===== src/hdl/djsg_pkg.sv =====
`default_nettype none
// ----------------------------------------------------------------------------
// djsg_pkg
// Types, constants and arithmetic helpers shared by the wrist step generator.
// ----------------------------------------------------------------------------
package djsg_pkg;

   localparam int DATA_W    = 32;   // Q16.16 velocity and position words
   localparam int STEP_W    = 16;   // step size register
   localparam int CMD_W     = 2;    // request command code
   localparam int CSR_IDX_W = 2;    // register index
   localparam int MAG_W     = 33;   // magnitude of a sum of two words
   localparam int SUM_W     = 34;   // signed sum of two words
   localparam int PROD_W    = 64;   // shared multiplier result

   localparam int TICKS_PER_SECOND_DEFAULT = 1000;

   localparam logic [DATA_W-1:0] SPEED_GAIN_RESET   = 32'd41200;
   localparam logic [DATA_W-1:0] INVERSE_GAIN_RESET = 32'd104248;
   localparam logic [STEP_W-1:0] STEP_SIZE_RESET    = 16'd328;

   localparam logic [DATA_W-1:0] POS_MAX  = 32'h7fff_ffff;
   localparam logic [DATA_W-1:0] NEG_MIN  = 32'h8000_0000;
   localparam logic [DATA_W-1:0] TICK_MAX = 32'hffff_ffff;

   typedef enum logic [CMD_W-1:0] {
      CMD_ROLL = 2'd0,
      CMD_TILT = 2'd1,
      CMD_TICK = 2'd2
   } command_type;

   typedef enum logic [CSR_IDX_W-1:0] {
      REG_SPEED_GAIN   = 2'd0,
      REG_INVERSE_GAIN = 2'd1,
      REG_STEP_SIZE    = 2'd2
   } reg_index_type;

   // one job is one pass of the shared multiplier
   typedef enum logic [2:0] {
      JOB_MIX_A = 3'd0,
      JOB_MIX_B = 3'd1,
      JOB_CHK_A = 3'd2,
      JOB_CHK_B = 3'd3,
      JOB_ROLL  = 3'd4,
      JOB_TILT  = 3'd5
   } job_type;

   typedef enum logic [2:0] {
      S_IDLE,
      S_OP,
      S_MUL,
      S_WR,
      S_STEP,
      S_EMIT
   } state_type;

   typedef struct packed {
      logic    load_roll;
      logic    load_tilt;
      logic    tick;
      logic    op_load;
      logic    mul;
      logic    wr;
      logic    step;
      logic    emit;
      job_type job;
   } dp_cmd_type;

   typedef struct packed {
      logic any_step;
      logic out_busy;
   } dp_status_type;

   // shift a product magnitude right by 16 or 17, then apply the sign and
   // saturate to a signed word
   function automatic logic [DATA_W-1:0] sat_shift(input logic [PROD_W-1:0] prod,
                                                   input logic neg,
                                                   input logic half);
      logic [PROD_W-1:0] q;
      logic [DATA_W-1:0] r;
      q = half ? (prod >> 17) : (prod >> 16);
      if (!neg) begin
         r = (q > PROD_W'(POS_MAX)) ? POS_MAX : q[DATA_W-1:0];
      end else begin
         r = (q >= PROD_W'(NEG_MIN)) ? NEG_MIN : (~q[DATA_W-1:0] + 32'd1);
      end
      return r;
   endfunction

endpackage
`default_nettype wire


===== src/hdl/djsg_req_if.sv =====
`default_nettype none
// ----------------------------------------------------------------------------
// djsg_req_if
// Request channel: joint velocity commands and millisecond ticks.
// ----------------------------------------------------------------------------
interface djsg_req_if;
   logic                             valid;
   logic                             ready;
   logic [djsg_pkg::CMD_W-1:0]       command;
   logic signed [djsg_pkg::DATA_W-1:0] velocity;

   modport source (output valid, output command, output velocity, input ready);
   modport sink   (input valid, input command, input velocity, output ready);
endinterface
`default_nettype wire


===== src/hdl/djsg_rsp_if.sv =====
`default_nettype none
// ----------------------------------------------------------------------------
// djsg_rsp_if
// Response channel: one transaction per motor step.
// ----------------------------------------------------------------------------
interface djsg_rsp_if;
   logic                               valid;
   logic                               ready;
   logic                               motor_axis;
   logic signed [djsg_pkg::DATA_W-1:0] motor_position;
   logic signed [djsg_pkg::DATA_W-1:0] roll_position;
   logic signed [djsg_pkg::DATA_W-1:0] tilt_position;
   logic                               last;

   modport source (output valid, output motor_axis, output motor_position,
                   output roll_position, output tilt_position, output last,
                   input ready);
   modport sink   (input valid, input motor_axis, input motor_position,
                   input roll_position, input tilt_position, input last,
                   output ready);
endinterface
`default_nettype wire


===== src/hdl/djsg_ctrl.sv =====
`default_nettype none
// ----------------------------------------------------------------------------
// djsg_ctrl
// Sequencer: runs mix, threshold and joint jobs through the shared multiplier.
// ----------------------------------------------------------------------------
module djsg_ctrl (
   input  wire logic                       clock,
   input  wire logic                       reset,
   input  wire logic                       req_valid,
   input  wire logic [djsg_pkg::CMD_W-1:0] req_command,
   output logic                            req_ready,
   input  wire logic                       csr_gain_write,
   input  wire djsg_pkg::dp_status_type    status,
   output djsg_pkg::dp_cmd_type            cmd
);

   djsg_pkg::state_type state_ff, state_in;
   djsg_pkg::job_type   job_ff, job_in;
   logic                remix_pending_ff, remix_pending_in;
   logic                remix_start;

   always_ff @(posedge clock) begin
      if (reset) begin
         state_ff         <= djsg_pkg::S_IDLE;
         job_ff           <= djsg_pkg::JOB_MIX_A;
         remix_pending_ff <= 1'b0;
      end else begin
         state_ff         <= state_in;
         job_ff           <= job_in;
         remix_pending_ff <= remix_pending_in;
      end
   end

   always_comb begin
      state_in    = state_ff;
      job_in      = job_ff;
      remix_start = 1'b0;
      req_ready   = 1'b0;
      cmd         = '0;
      cmd.job     = job_ff;

      unique case (state_ff)
         djsg_pkg::S_IDLE: begin
            if (remix_pending_ff) begin
               remix_start = 1'b1;
               job_in      = djsg_pkg::JOB_MIX_A;
               state_in    = djsg_pkg::S_OP;
            end else begin
               req_ready = 1'b1;
               if (req_valid) begin
                  unique case (djsg_pkg::command_type'(req_command))
                     djsg_pkg::CMD_ROLL: begin
                        cmd.load_roll = 1'b1;
                        job_in        = djsg_pkg::JOB_MIX_A;
                        state_in      = djsg_pkg::S_OP;
                     end
                     djsg_pkg::CMD_TILT: begin
                        cmd.load_tilt = 1'b1;
                        job_in        = djsg_pkg::JOB_MIX_A;
                        state_in      = djsg_pkg::S_OP;
                     end
                     djsg_pkg::CMD_TICK: begin
                        cmd.tick = 1'b1;
                        job_in   = djsg_pkg::JOB_CHK_A;
                        state_in = djsg_pkg::S_OP;
                     end
                     default: begin
                        state_in = djsg_pkg::S_IDLE;
                     end
                  endcase
               end
            end
         end
         djsg_pkg::S_OP: begin
            cmd.op_load = 1'b1;
            state_in    = djsg_pkg::S_MUL;
         end
         djsg_pkg::S_MUL: begin
            cmd.mul  = 1'b1;
            state_in = djsg_pkg::S_WR;
         end
         djsg_pkg::S_WR: begin
            cmd.wr = 1'b1;
            unique case (job_ff)
               djsg_pkg::JOB_MIX_A: begin
                  job_in   = djsg_pkg::JOB_MIX_B;
                  state_in = djsg_pkg::S_OP;
               end
               djsg_pkg::JOB_MIX_B: state_in = djsg_pkg::S_IDLE;
               djsg_pkg::JOB_CHK_A: begin
                  job_in   = djsg_pkg::JOB_CHK_B;
                  state_in = djsg_pkg::S_OP;
               end
               djsg_pkg::JOB_CHK_B: state_in = djsg_pkg::S_STEP;
               djsg_pkg::JOB_ROLL: begin
                  job_in   = djsg_pkg::JOB_TILT;
                  state_in = djsg_pkg::S_OP;
               end
               djsg_pkg::JOB_TILT: state_in = djsg_pkg::S_EMIT;
               default:            state_in = djsg_pkg::S_IDLE;
            endcase
         end
         djsg_pkg::S_STEP: begin
            if (status.any_step) begin
               cmd.step = 1'b1;
               job_in   = djsg_pkg::JOB_ROLL;
               state_in = djsg_pkg::S_OP;
            end else begin
               state_in = djsg_pkg::S_IDLE;
            end
         end
         djsg_pkg::S_EMIT: begin
            if (!status.out_busy) begin
               cmd.emit = 1'b1;
               state_in = djsg_pkg::S_STEP;
            end
         end
         default: state_in = djsg_pkg::S_IDLE;
      endcase

      remix_pending_in = csr_gain_write | (remix_pending_ff & ~remix_start);
   end

endmodule
`default_nettype wire


===== src/hdl/djsg_dp.sv =====
`default_nettype none
// ----------------------------------------------------------------------------
// djsg_dp
// Datapath: config, velocities, motor state, shared multiplier, output stage.
// ----------------------------------------------------------------------------
module djsg_dp #(
   parameter int TICKS_PER_SECOND = djsg_pkg::TICKS_PER_SECOND_DEFAULT
) (
   input  wire logic                              clock,
   input  wire logic                              reset,
   input  wire djsg_pkg::dp_cmd_type              cmd,
   output djsg_pkg::dp_status_type                status,
   input  wire logic                              csr_write_enable,
   input  wire logic [djsg_pkg::CSR_IDX_W-1:0]    csr_index,
   input  wire logic [djsg_pkg::DATA_W-1:0]       csr_write_data,
   input  wire logic signed [djsg_pkg::DATA_W-1:0] req_velocity,
   input  wire logic                              rsp_ready,
   output logic                                   rsp_valid,
   output logic                                   rsp_motor_axis,
   output logic signed [djsg_pkg::DATA_W-1:0]     rsp_motor_position,
   output logic signed [djsg_pkg::DATA_W-1:0]     rsp_roll_position,
   output logic signed [djsg_pkg::DATA_W-1:0]     rsp_tilt_position,
   output logic                                   rsp_last
);

   localparam int DW       = djsg_pkg::DATA_W;
   localparam int TPS_W    = $clog2(TICKS_PER_SECOND + 1);
   localparam int THRESH_W = djsg_pkg::STEP_W + TPS_W;
   localparam logic [THRESH_W-1:0] TPS_K = THRESH_W'(TICKS_PER_SECOND);

   // configuration
   logic [DW-1:0]                     gain_ff, gain_in;
   logic [DW-1:0]                     inv_gain_ff, inv_gain_in;
   logic [djsg_pkg::STEP_W-1:0]       step_size_ff, step_size_in;
   logic [THRESH_W-1:0]               thresh_ff, thresh_in;

   // block state
   logic signed [DW-1:0]              roll_vel_ff, roll_vel_in;
   logic signed [DW-1:0]              tilt_vel_ff, tilt_vel_in;
   logic signed [DW-1:0]              mv_ff [2];
   logic signed [DW-1:0]              mv_in [2];
   logic signed [DW-1:0]              place_ff [2];
   logic signed [DW-1:0]              place_in [2];
   logic [DW-1:0]                     ticks_ff [2];
   logic [DW-1:0]                     ticks_in [2];
   logic [1:0]                        step_ff, step_in;
   logic                              axis_ff, axis_in;

   // multiplier pipeline
   logic [djsg_pkg::MAG_W-1:0]        mag_ff, mag_in;
   logic                              neg_ff, neg_in;
   logic [DW-1:0]                     fac_ff, fac_in;
   logic [djsg_pkg::PROD_W-1:0]       prod_ff, prod_in;
   logic [DW-1:0]                     roll_res_ff, roll_res_in;
   logic [DW-1:0]                     tilt_res_ff, tilt_res_in;

   // output stage
   logic                              out_valid_ff, out_valid_in;
   logic                              out_axis_ff, out_axis_in;
   logic [DW-1:0]                     out_motor_ff, out_motor_in;
   logic [DW-1:0]                     out_roll_ff, out_roll_in;
   logic [DW-1:0]                     out_tilt_ff, out_tilt_in;
   logic                              out_last_ff, out_last_in;

   // combinational helpers
   logic signed [djsg_pkg::SUM_W-1:0] op_sum;
   logic [djsg_pkg::SUM_W-1:0]        op_abs;
   logic [DW-1:0]                     mv_abs [2];
   logic [DW-1:0]                     wr_val;
   logic                              step_hit;
   logic                              step_m;
   logic signed [DW:0]                place_sum;
   logic signed [DW:0]                step_ext;

   always_ff @(posedge clock) begin
      if (reset) begin
         gain_ff      <= djsg_pkg::SPEED_GAIN_RESET;
         inv_gain_ff  <= djsg_pkg::INVERSE_GAIN_RESET;
         step_size_ff <= djsg_pkg::STEP_SIZE_RESET;
         thresh_ff    <= THRESH_W'(djsg_pkg::STEP_SIZE_RESET) * TPS_K;
         roll_vel_ff  <= '0;
         tilt_vel_ff  <= '0;
         mv_ff[0]     <= '0;
         mv_ff[1]     <= '0;
         place_ff[0]  <= '0;
         place_ff[1]  <= '0;
         ticks_ff[0]  <= '0;
         ticks_ff[1]  <= '0;
         step_ff      <= '0;
         axis_ff      <= 1'b0;
         out_valid_ff <= 1'b0;
      end else begin
         gain_ff      <= gain_in;
         inv_gain_ff  <= inv_gain_in;
         step_size_ff <= step_size_in;
         thresh_ff    <= thresh_in;
         roll_vel_ff  <= roll_vel_in;
         tilt_vel_ff  <= tilt_vel_in;
         mv_ff        <= mv_in;
         place_ff     <= place_in;
         ticks_ff     <= ticks_in;
         step_ff      <= step_in;
         axis_ff      <= axis_in;
         out_valid_ff <= out_valid_in;
      end
   end

   always_ff @(posedge clock) begin
      mag_ff       <= mag_in;
      neg_ff       <= neg_in;
      fac_ff       <= fac_in;
      prod_ff      <= prod_in;
      roll_res_ff  <= roll_res_in;
      tilt_res_ff  <= tilt_res_in;
      out_axis_ff  <= out_axis_in;
      out_motor_ff <= out_motor_in;
      out_roll_ff  <= out_roll_in;
      out_tilt_ff  <= out_tilt_in;
      out_last_ff  <= out_last_in;
   end

   // register writes
   always_comb begin
      gain_in      = gain_ff;
      inv_gain_in  = inv_gain_ff;
      step_size_in = step_size_ff;
      thresh_in    = thresh_ff;
      if (csr_write_enable) begin
         unique case (djsg_pkg::reg_index_type'(csr_index))
            djsg_pkg::REG_SPEED_GAIN:   gain_in = csr_write_data;
            djsg_pkg::REG_INVERSE_GAIN: inv_gain_in = csr_write_data;
            djsg_pkg::REG_STEP_SIZE: begin
               step_size_in = csr_write_data[djsg_pkg::STEP_W-1:0];
               thresh_in    = THRESH_W'(csr_write_data[djsg_pkg::STEP_W-1:0]) * TPS_K;
            end
            default: ;
         endcase
      end
   end

   // operand stage: signed sum, magnitude and second factor of the job
   always_comb begin
      mv_abs[0] = mv_ff[0][DW-1] ? (~mv_ff[0] + 32'd1) : mv_ff[0];
      mv_abs[1] = mv_ff[1][DW-1] ? (~mv_ff[1] + 32'd1) : mv_ff[1];
      op_sum    = '0;
      fac_in    = fac_ff;
      unique case (cmd.job)
         djsg_pkg::JOB_MIX_A: begin
            op_sum = djsg_pkg::SUM_W'(tilt_vel_ff) - djsg_pkg::SUM_W'(roll_vel_ff);
            fac_in = gain_ff;
         end
         djsg_pkg::JOB_MIX_B: begin
            op_sum = -djsg_pkg::SUM_W'(roll_vel_ff) - djsg_pkg::SUM_W'(tilt_vel_ff);
            fac_in = gain_ff;
         end
         djsg_pkg::JOB_CHK_A: begin
            op_sum = {2'b00, ticks_ff[0]};
            fac_in = mv_abs[0];
         end
         djsg_pkg::JOB_CHK_B: begin
            op_sum = {2'b00, ticks_ff[1]};
            fac_in = mv_abs[1];
         end
         djsg_pkg::JOB_ROLL: begin
            op_sum = -djsg_pkg::SUM_W'(place_ff[0]) - djsg_pkg::SUM_W'(place_ff[1]);
            fac_in = inv_gain_ff;
         end
         djsg_pkg::JOB_TILT: begin
            op_sum = djsg_pkg::SUM_W'(place_ff[0]) - djsg_pkg::SUM_W'(place_ff[1]);
            fac_in = inv_gain_ff;
         end
         default: ;
      endcase
      op_abs = op_sum[djsg_pkg::SUM_W-1] ? -op_sum : op_sum;
      mag_in = op_abs[djsg_pkg::MAG_W-1:0];
      neg_in = op_sum[djsg_pkg::SUM_W-1];
      if (!cmd.op_load) begin
         mag_in = mag_ff;
         neg_in = neg_ff;
         fac_in = fac_ff;
      end
   end

   // shared multiplier; a magnitude of exactly 2^32 has a zero low word
   always_comb begin
      prod_in = prod_ff;
      if (cmd.mul) begin
         if (mag_ff[djsg_pkg::MAG_W-1]) begin
            prod_in = {fac_ff, 32'd0};
         end else begin
            prod_in = djsg_pkg::PROD_W'(mag_ff[DW-1:0]) * djsg_pkg::PROD_W'(fac_ff);
         end
      end
   end

   // write back, step and tick
   always_comb begin
      wr_val   = djsg_pkg::sat_shift(prod_ff, neg_ff,
                                     (cmd.job == djsg_pkg::JOB_ROLL) ||
                                     (cmd.job == djsg_pkg::JOB_TILT));
      step_hit = prod_ff > djsg_pkg::PROD_W'(thresh_ff);
      step_m   = ~step_ff[0];

      roll_vel_in = cmd.load_roll ? req_velocity : roll_vel_ff;
      tilt_vel_in = cmd.load_tilt ? req_velocity : tilt_vel_ff;
      mv_in       = mv_ff;
      step_in     = step_ff;
      roll_res_in = roll_res_ff;
      tilt_res_in = tilt_res_ff;
      place_in    = place_ff;
      ticks_in    = ticks_ff;
      axis_in     = axis_ff;

      if (cmd.wr) begin
         unique case (cmd.job)
            djsg_pkg::JOB_MIX_A: mv_in[0]    = wr_val;
            djsg_pkg::JOB_MIX_B: mv_in[1]    = wr_val;
            djsg_pkg::JOB_CHK_A: step_in[0]  = step_hit;
            djsg_pkg::JOB_CHK_B: step_in[1]  = step_hit;
            djsg_pkg::JOB_ROLL:  roll_res_in = wr_val;
            djsg_pkg::JOB_TILT:  tilt_res_in = wr_val;
            default: ;
         endcase
      end

      // saturating counters, both motors on every tick
      if (cmd.tick) begin
         for (int m = 0; m < 2; m++) begin
            ticks_in[m] = (ticks_ff[m] == djsg_pkg::TICK_MAX) ? ticks_ff[m]
                                                               : ticks_ff[m] + 32'd1;
         end
      end

      step_ext  = mv_ff[step_m][DW-1] ? -(DW+1)'(step_size_ff) : (DW+1)'(step_size_ff);
      place_sum = (DW+1)'(place_ff[step_m]) + step_ext;
      if (cmd.step) begin
         axis_in          = step_m;
         step_in[step_m]  = 1'b0;
         ticks_in[step_m] = '0;
         if (place_sum[DW] != place_sum[DW-1]) begin
            place_in[step_m] = place_sum[DW] ? djsg_pkg::NEG_MIN : djsg_pkg::POS_MAX;
         end else begin
            place_in[step_m] = place_sum[DW-1:0];
         end
      end
   end

   // output register
   always_comb begin
      out_valid_in = out_valid_ff & ~rsp_ready;
      out_axis_in  = out_axis_ff;
      out_motor_in = out_motor_ff;
      out_roll_in  = out_roll_ff;
      out_tilt_in  = out_tilt_ff;
      out_last_in  = out_last_ff;
      if (cmd.emit) begin
         out_valid_in = 1'b1;
         out_axis_in  = axis_ff;
         out_motor_in = place_ff[axis_ff];
         out_roll_in  = roll_res_ff;
         out_tilt_in  = tilt_res_ff;
         out_last_in  = ~(step_ff[0] | step_ff[1]);
      end
   end

   assign status.any_step  = step_ff[0] | step_ff[1];
   assign status.out_busy  = out_valid_ff & ~rsp_ready;

   assign rsp_valid          = out_valid_ff;
   assign rsp_motor_axis     = out_axis_ff;
   assign rsp_motor_position = out_motor_ff;
   assign rsp_roll_position  = out_roll_ff;
   assign rsp_tilt_position  = out_tilt_ff;
   assign rsp_last           = out_last_ff;

endmodule
`default_nettype wire


===== src/hdl/differential_joint_step_generator.sv =====
`default_nettype none
// ----------------------------------------------------------------------------
// differential_joint_step_generator
// Differential wrist mixer with a per-millisecond step generator for two motors.
// ----------------------------------------------------------------------------
// Roll and tilt velocity commands (Q16.16 rad/s) are mixed into two motor
// velocities, A = gain*(tilt-roll) and B = gain*(-roll-tilt). Each tick
// transaction advances both step counters and then lets motor A, then motor B,
// take one step of step_size once ticks*|v| exceeds step_size*TICKS_PER_SECOND;
// every step yields one response transaction with the motor position and the
// joint positions, last marking the final one of the tick. All products run
// through a single 32x32 multiplier, each in an operand, a multiply and a
// saturate-and-write-back state; a step's response waits until the previous
// one is taken on rsp ready. A write of speed_gain remixes the motor
// velocities, holding off requests until the remix is done.
// ----------------------------------------------------------------------------
module differential_joint_step_generator #(
   parameter int TICKS_PER_SECOND = djsg_pkg::TICKS_PER_SECOND_DEFAULT
) (
   input  wire logic                           clock,
   input  wire logic                           reset,
   djsg_req_if.sink                            req,
   djsg_rsp_if.source                          rsp,
   input  wire logic                           csr_write_enable,
   input  wire logic [djsg_pkg::CSR_IDX_W-1:0] csr_index,
   input  wire logic [djsg_pkg::DATA_W-1:0]    csr_write_data
);

   djsg_pkg::dp_cmd_type    cmd;
   djsg_pkg::dp_status_type status;
   logic                    req_ready;
   logic                    csr_gain_write;

   // a new speed gain needs the motor velocities remixed
   assign csr_gain_write = csr_write_enable &&
                           (csr_index == djsg_pkg::REG_SPEED_GAIN);

   djsg_ctrl u_ctrl (
      .clock          (clock),
      .reset          (reset),
      .req_valid      (req.valid),
      .req_command    (req.command),
      .req_ready      (req_ready),
      .csr_gain_write (csr_gain_write),
      .status         (status),
      .cmd            (cmd)
   );

   djsg_dp #(
      .TICKS_PER_SECOND (TICKS_PER_SECOND)
   ) u_dp (
      .clock              (clock),
      .reset              (reset),
      .cmd                (cmd),
      .status             (status),
      .csr_write_enable   (csr_write_enable),
      .csr_index          (csr_index),
      .csr_write_data     (csr_write_data),
      .req_velocity       (req.velocity),
      .rsp_ready          (rsp.ready),
      .rsp_valid          (rsp.valid),
      .rsp_motor_axis     (rsp.motor_axis),
      .rsp_motor_position (rsp.motor_position),
      .rsp_roll_position  (rsp.roll_position),
      .rsp_tilt_position  (rsp.tilt_position),
      .rsp_last           (rsp.last)
   );

   // request side is taken only when the sequencer is idle
   assign req.ready = req_ready;

   // a tick keeps the sequencer busy for at least the threshold checks
   a_tick_busy : assert property (@(posedge clock) disable iff (reset)
      (req.valid && req.ready && (req.command == djsg_pkg::CMD_TICK)) |=> !req.ready)
      else $error("request taken right after a tick");

   // motor B is the later of the two steps, so a non-final response is motor A
   a_first_is_a : assert property (@(posedge clock) disable iff (reset)
      (rsp.valid && !rsp.last) |-> (rsp.motor_axis == 1'b0))
      else $error("non-final response not from motor A");

   // a speed gain write holds off requests until the remix is done
   a_remix_holds : assert property (@(posedge clock) disable iff (reset)
      csr_gain_write |=> !req.ready)
      else $error("request taken before remix");

endmodule
`default_nettype wire


===== src/flat_wrapper.sv =====
// flat-port wrapper written by rule: the top's interface ports become plain ports
module differential_joint_step_generator_flat 
#(
   parameter int TICKS_PER_SECOND = djsg_pkg::TICKS_PER_SECOND_DEFAULT
)
  (clock, reset, csr_write_enable, csr_index, csr_write_data, req_valid, req_command, req_velocity, req_ready, rsp_valid, rsp_motor_axis, rsp_motor_position, rsp_roll_position, rsp_tilt_position, rsp_last, rsp_ready);
  djsg_req_if req_i ();
  djsg_rsp_if rsp_i ();
  input  wire logic clock;
  input  wire logic reset;
  input  wire logic csr_write_enable;
  input  wire logic [djsg_pkg::CSR_IDX_W-1:0] csr_index;
  input  wire logic [djsg_pkg::DATA_W-1:0] csr_write_data;
  input wire logic [$bits(req_i.valid)-1:0] req_valid;
  input wire logic [$bits(req_i.command)-1:0] req_command;
  input wire logic [$bits(req_i.velocity)-1:0] req_velocity;
  output wire logic [$bits(req_i.ready)-1:0] req_ready;
  output wire logic [$bits(rsp_i.valid)-1:0] rsp_valid;
  output wire logic [$bits(rsp_i.motor_axis)-1:0] rsp_motor_axis;
  output wire logic [$bits(rsp_i.motor_position)-1:0] rsp_motor_position;
  output wire logic [$bits(rsp_i.roll_position)-1:0] rsp_roll_position;
  output wire logic [$bits(rsp_i.tilt_position)-1:0] rsp_tilt_position;
  output wire logic [$bits(rsp_i.last)-1:0] rsp_last;
  input wire logic [$bits(rsp_i.ready)-1:0] rsp_ready;
  assign req_i.valid = req_valid;
  assign req_i.command = req_command;
  assign req_i.velocity = req_velocity;
  assign req_ready = req_i.ready;
  assign rsp_valid = rsp_i.valid;
  assign rsp_motor_axis = rsp_i.motor_axis;
  assign rsp_motor_position = rsp_i.motor_position;
  assign rsp_roll_position = rsp_i.roll_position;
  assign rsp_tilt_position = rsp_i.tilt_position;
  assign rsp_last = rsp_i.last;
  assign rsp_i.ready = rsp_ready;
  differential_joint_step_generator #(.TICKS_PER_SECOND(TICKS_PER_SECOND)) u_core (.clock(clock), .reset(reset), .req(req_i), .rsp(rsp_i), .csr_write_enable(csr_write_enable), .csr_index(csr_index), .csr_write_data(csr_write_data));
endmodule

===== config.mk =====
export PLATFORM = sky130hd
export DESIGN_NAME = differential_joint_step_generator_flat
export DESIGN_NICKNAME = d
export VERILOG_FILES = /design/src/hdl/djsg_pkg.sv /design/src/hdl/djsg_req_if.sv /design/src/hdl/djsg_rsp_if.sv /design/src/hdl/djsg_ctrl.sv /design/src/hdl/djsg_dp.sv /design/src/hdl/differential_joint_step_generator.sv /design/src/flat_wrapper.sv
export SDC_FILE = /design/constraint.sdc
export NUM_CORES = 2
export LEC_CHECK = 0
export ABC_AREA = 1
export BUFFER_PORTS_ARGS = -buffer_cell sky130_fd_sc_hd__buf_2
export CAP_MARGIN = 0
export CORE_ASPECT_RATIO = 0.6
export CORE_MARGIN = 4
export CORE_UTILIZATION = 60
export CTS_CLUSTER_SIZE = 24
export DETAILED_ROUTE_END_ITERATION = 8
export GPL_ROUTABILITY_DRIVEN = 0
export HOLD_SLACK_MARGIN = 0.1
export PLACE_DENSITY = 0.77
export SYNTH_ARGS = -nofsm -noshare
export SYNTH_HDL_FRONTEND = slang
export SYNTH_HIERARCHICAL = 1
export SYNTH_SLANG_ARGS = --single-unit

===== constraint.sdc =====
create_clock -name clock -period 9.55 [get_ports clock]
set_clock_uncertainty 0.2 [all_clocks]
set_input_delay 1.91 -clock clock [delete_from_list [all_inputs] [get_ports clock]]
set_output_delay 1.91 -clock clock [all_outputs]
set_load 0.01 [all_outputs]

# Yosys cells after proc, flatten, opt, wreduce, memory -nomap -nowiden
# Cells that the tools add are included.
# totals
mem_count	0
latchBits	0
register_bits	662
rom_bits	0
input_bits	73
ram_bits	0
# op_classes
addsub	14
div	0
order_cmp	8
shifts	0
mul	2
bitwise	17
n_mux	67
n_reduce_logical	25
n_eq_ne	22
# op_table
cell	count
$mux 32	18
$mux 64	4
$pmux 34 s6	1
$add 32x1->32 const B	5
$bwmux 64	2
$pmux 32 s4	1
$not 32->32	3
$neg 32->34	2
$sub 34x32->34	2
$mux 33	2
$sub 32x32->33	2
$and 64x64->64	1
$eq 32x32->1 const B	2
$gt 64x26->1	1
$mul 32x32->64	1
$not 64->64	1
$ge 48x32->1 const B	1
$gt 48x31->1 const B	1
$mux 48	1
$add 32x33->33	1
$neg 16->33	1
$neg 33->33	1
$demux 32 s1	1
$mux 3	9
38 further kinds	91

# Longest topological paths before layout
# depth
depth_word	10
depth_mapped	36

# Hierarchy
# The synthesis kept the hierarchy.
# modules_own_cells
mod	cells_each	instances	seq_area_each_um2	area_per_inst_um2
djsg_dp	11038	1	15995.3	80333.3
djsg_ctrl	81	1	140.1	489.2
differential_joint_step_generator	3	1	0.0	13.8

# Worst setup path before layout
# OpenSTA, ideal clock, no wires.
# synth_path
path_type	register to register
from	register u_core.u_dp.fac_ff[11]
to	register u_core/u_dp/prod_ff[53] (netlist bit) (data pin)
slack_ns	2.378
arrival_ns	6.718
stages_incl_launch_ff	29
period_less_slack_ns	7.172
setup_ns	0.254
n_path_buf	2
cell_sequence	edfxtp_1 > clkbuf_1 > clkbuf_1 > nand2_1 > fa_1 > inv_1 > fa_1 > inv_1 > fa_1 > inv_1 > fa_1 > inv_1 > fa_1 > inv_1 > fa_1 > fa_1 > inv_1 > fa_1 > inv_1 > ha_1 > a21oi_1 > o21ai_0 > a21oi_1 > o21ai_0 > a221oi_1 > nand2_1 > or2_2 > nand3_1 > nand2_1
# synth_between
elab_chain_cells	2
# synth_lines
element	line	text
start: declaration	djsg_dp.sv:52	logic [DW-1:0] fac_ff, fac_in;
start signal: assignment	djsg_dp.sv:111	fac_ff <= fac_in;
$mul 32x32->64	djsg_dp.sv:191	prod_in = djsg_pkg::PROD_W'(mag_ff[DW-1:0]) * djsg_pkg::PROD_W'(fac_ff);
$mux 64	djsg_dp.sv:188	if (mag_ff[djsg_pkg::MAG_W-1]) begin
end signal: assignment	djsg_dp.sv:112	prod_ff <= prod_in;
end: declaration	djsg_dp.sv:53	logic [djsg_pkg::PROD_W-1:0] prod_ff, prod_in;
# Every way passes these cells.
# A chain may end at the register's enable or synchronous reset.

# Final worst setup path
# layout_path
from	register u_core/u_dp/mag_ff[14] (netlist bit)
to	register u_core/u_dp/prod_ff[44] (netlist bit) (data pin)
# layout_between
elab_chain_cells	2
# layout_lines
element	line	text
start: declaration	djsg_dp.sv:50	logic [djsg_pkg::MAG_W-1:0] mag_ff, mag_in;
start signal: assignment	djsg_dp.sv:109	mag_ff <= mag_in;
$mul 32x32->64	djsg_dp.sv:191	
$mux 64	djsg_dp.sv:188	
# Every way passes these cells.

==> summary.txt <==
Clock Root Buffer -> clkbuf_16
Detail Placement HPWL -> 219,000 um
clock sink count -> 660
worst hold start -> u_core/u_dp/roll_res_ff[12]$_DFFE_PP_
Final min period -> 8.85 ns
Yosys warnings -> 6
share of cells above drive strength 1 -> 0.0470
count of cell types in the netlist -> 62
Primary FF master, synth -> dfxtp_1
Fmax achieved -> 113 MHz
GRT Residual Overflow -> 0
reg-to-reg critical path endpoint -> u_core/u_dp/prod_ff[44]$_DFFE_PP_
detailed-route DRC error count -> 0
Reg2Reg Setup Slack -> 0.70 ns
Inserted Clock Buffers -> 67
syn nets -> 12,700
post-CTS setup buffers -> 0
Post-DP Area -> 83,400 sq um
crit path launch type -> flip-flop
period utilisation layout -> 0.927
Clock Latency Late Sink -> 0.71 ns
worst hold endpoint -> u_core/u_dp/rsp_roll_position[12]$_DFFE_PP_
antenna violation net count after detailed routing -> 0
final-stage net count -> 12,700
Mapped Area -> 80,800 sq um
post-synthesis sequential area ratio -> 0.200
FF+latch count, synth -> 660
largest net degree at the start of global routing -> 128
worst-margin pin slew -> 1.65 ns
DP Cell Count -> 12,800
DRT Wirelength -> 273,000 um
vias in the first global route -> 70,700
first-pass GRT wire length -> 418,000 um
vias after detailed routing -> 75,700
HP Class -> flip-flop to flip-flop
CORE AREA -> 133,000 sq um
unrepaired setup endpoints after global routing -> false
Non-Filler Instances -> 12,900
CP Max Fanout -> 23
post-synthesis average cell area -> 7.27 sq um
detailed router's first-iteration violation count -> 12,000
P&R area growth vs syn -> 5.92%
status -> finished, violations left
CTS tree -> built
TNS Setup -> 0 ns
vias per cell -> 5.86
Post-CTS Resized -> 0
Post-synth EDFFs -> 292
worst setup path class -> flip-flop to flip-flop
post-synthesis cell count -> 11,100
R2R Path Start -> u_core/u_dp/mag_ff[14]$_DFFE_PP_
DRT Pass-1 Iters -> 8
Worst R2R Path Depth -> 24
starting utilization of the core area -> 0.610
hold path depth -> 0
Cell Rows -> 103
hold buffers post-CTS -> 0
routed len/inst -> 21.2 um
io pins -> 173
final slew viol count -> 5
Final setup viols -> 0
overall routing resource usage -> 0.384
nature of the critical path endpoint -> flip-flop
commonest non-fill, non-tap cell in the layout -> nand2_1
clock transition at the registers of the reported paths -> 0.07 ns
initial antenna violation count -> 15
Die Wd -> 482 um
final instance area -> 85,600 sq um
failing checks -> capacitance limit, slew limit
Req. time, crit path -> 9.75 ns
critical path arrival -> 9.05 ns
die area -> 141,000 sq um
htree depth -> 3
Max Cap Viol -> 3
Max Buffers Root-to-Sink -> 3
final hold viol count -> 0
most frequent cells in the layout -> nand2_1 (2,690), inv_1 (2,531), fa_1 (955)
Rel. slew slack -> -0.100
FFs w/ async S/R, synth -> 0
Die Ht -> 292 um
final hold slack -> 0.214 ns
PortBufs -> 172
[critical path: stages, from the launching register on]
cell and delay (ns):
edfxtp_1 1.26, buf_4 0.31, nand2_1 0.06, inv_1 0.07, fa_1 0.41, inv_1 0.09, fa_1 0.40, inv_1 0.09
fa_1 0.43, fa_1 0.49, fa_1 0.52, fa_1 0.52, fa_1 0.70, inv_1 0.13, fa_1 0.59, inv_1 0.06
ha_1 0.37, a21o_1 0.20, a31oi_1 0.30, o21ai_0 0.24, a21oi_1 0.34, o21ai_0 0.24, or2_2 0.32, nand3_1 0.14
nand2_1 0.11
[cell usage after synthesis (5+ instances only)]
master / number / area share
a31oi_1: 26 / 0.0020
o2111ai_1: 14 / 0.0015
buf_2: 24 / 0.0015
a21boi_0: 10 / 0.00093
inv_2: 12 / 0.00056
fa_1: 955 / 0.24
nand2_2: 6 / 0.00046
buf_6: 8 / 0.0011
o21a_1: 11 / 0.0010
buf_1: 22 / 0.0010
xnor2_1: 58 / 0.0063
clkbuf_1: 366 / 0.017
o221ai_1: 5 / 0.00054
and2_1: 11 / 0.00085
nand3_1: 467 / 0.029
dfxtp_1: 368 / 0.091
o21ai_1: 26 / 0.0016
a22oi_1: 34 / 0.0032
nor2_2: 12 / 0.00093
nand4_1: 117 / 0.0091
a21o_1: 10 / 0.00093
o31ai_1: 9 / 0.00084
nand3b_1: 33 / 0.0031
ha_1: 571 / 0.088
nor3_2: 5 / 0.00062
inv_1: 2533 / 0.12
o21ai_2: 13 / 0.0014
nor3_1: 91 / 0.0056
nor4_1: 38 / 0.0029
nor2_1: 819 / 0.038
a311oi_1: 19 / 0.0021
o211ai_1: 24 / 0.0022
o21ai_0: 640 / 0.040
or2_2: 28 / 0.0022
clkinv_1: 5 / 0.00023
nand2_1: 2690 / 0.12
xor2_1: 95 / 0.010
a221oi_1: 7 / 0.00076
edfxtp_1: 292 / 0.11
o21bai_1: 39 / 0.0036
and3_1: 9 / 0.00070
a21oi_1: 557 / 0.034
nand3_2: 6 / 0.00074
[layout make-up]
| cell class | instances | area (sq um) |
|---|---|---|
| Sequential cell | 660 | 16100 |
| Fill cell | 11500 | 47000 |
| Inverter | 2550 | 9580 |
| Timing Repair Buffer | 303 | 1870 |
| Multi-Input combinational cell | 7491 | 53500 |
| Clock buffer | 82 | 1780 |
| Clock inverter | 40 | 460 |
| Antenna cell | 6 | 15.0 |
| Tap cell | 1785 | 2230 |
[sequential cells by signal, summed over array words and instances, names as in the netlist, 33 cells and up]
register              cells
u_core/u_dp/mv_ff        64
u_core/u_dp/mag_ff       33
u_core/u_dp/prod_ff      64
u_core/u_dp/place_ff     64
u_core/u_dp/ticks_ff     64
[metrics by stage]
| step | worst slack [ns] | util |
|---|---|---|
| after floorplan | 2.38 | - |
| after global placement | 1.02 | 0.629 |
| after detailed placement | 0.985 | 0.629 |
| after CTS | 0.991 | 0.646 |
| after global routing | 0.540 | 0.646 |
| final | 0.696 | 0.646 |
[how the worst max path moves through the flow]
stage                                     start                                 to  slack, ns  cells after the start
6_report       u_core/u_dp/mag_ff[14]$_DFFE_PP_  u_core/u_dp/prod_ff[44]$_DFFE_PP_       0.70                     24
5_1_grt         u_core/u_dp/fac_ff[8]$_DFFE_PP_  u_core/u_dp/prod_ff[40]$_DFFE_PP_       0.54                     26
4_1_cts        u_core/u_dp/mag_ff[14]$_DFFE_PP_  u_core/u_dp/prod_ff[44]$_DFFE_PP_       0.99                     24
3_5_place_dp   u_core/u_dp/mag_ff[14]$_DFFE_PP_  u_core/u_dp/prod_ff[44]$_DFFE_PP_       0.98                     24
3_3_place_gp   u_core/u_dp/mag_ff[14]$_DFFE_PP_  u_core/u_dp/prod_ff[44]$_DFFE_PP_       1.02                     24
2_1_floorplan  u_core/u_dp/fac_ff[11]$_DFFE_PP_  u_core/u_dp/prod_ff[53]$_DFFE_PP_       2.38                     28
[routing by layer]
metal	share of wire	track usage
met1	0.40	0.558
met2	0.37	0.496
met3	0.20	0.189
met4	0.039	0.119
met5	0.00060	0
[logic make-up (layout without fill, tap and decap cells)]
family / after synthesis / after routing / synth area share
flops: 660 / 660 / 0.200
buf+inv: 2971 / 2975 / 0.139
fa+ha+maj: 1526 / 1526 / 0.325
compound gates: 1460 / 1460 / 0.0983
simple gates: 4347 / 4347 / 0.221
xor+xnor: 156 / 156 / 0.0172
mux: 2 / 2 / 0.000294
other cells: 0 / 6 / 0
Power is not shown: default switching activity piles up to over one toggle a cycle in this logic, so the estimate is an artifact.
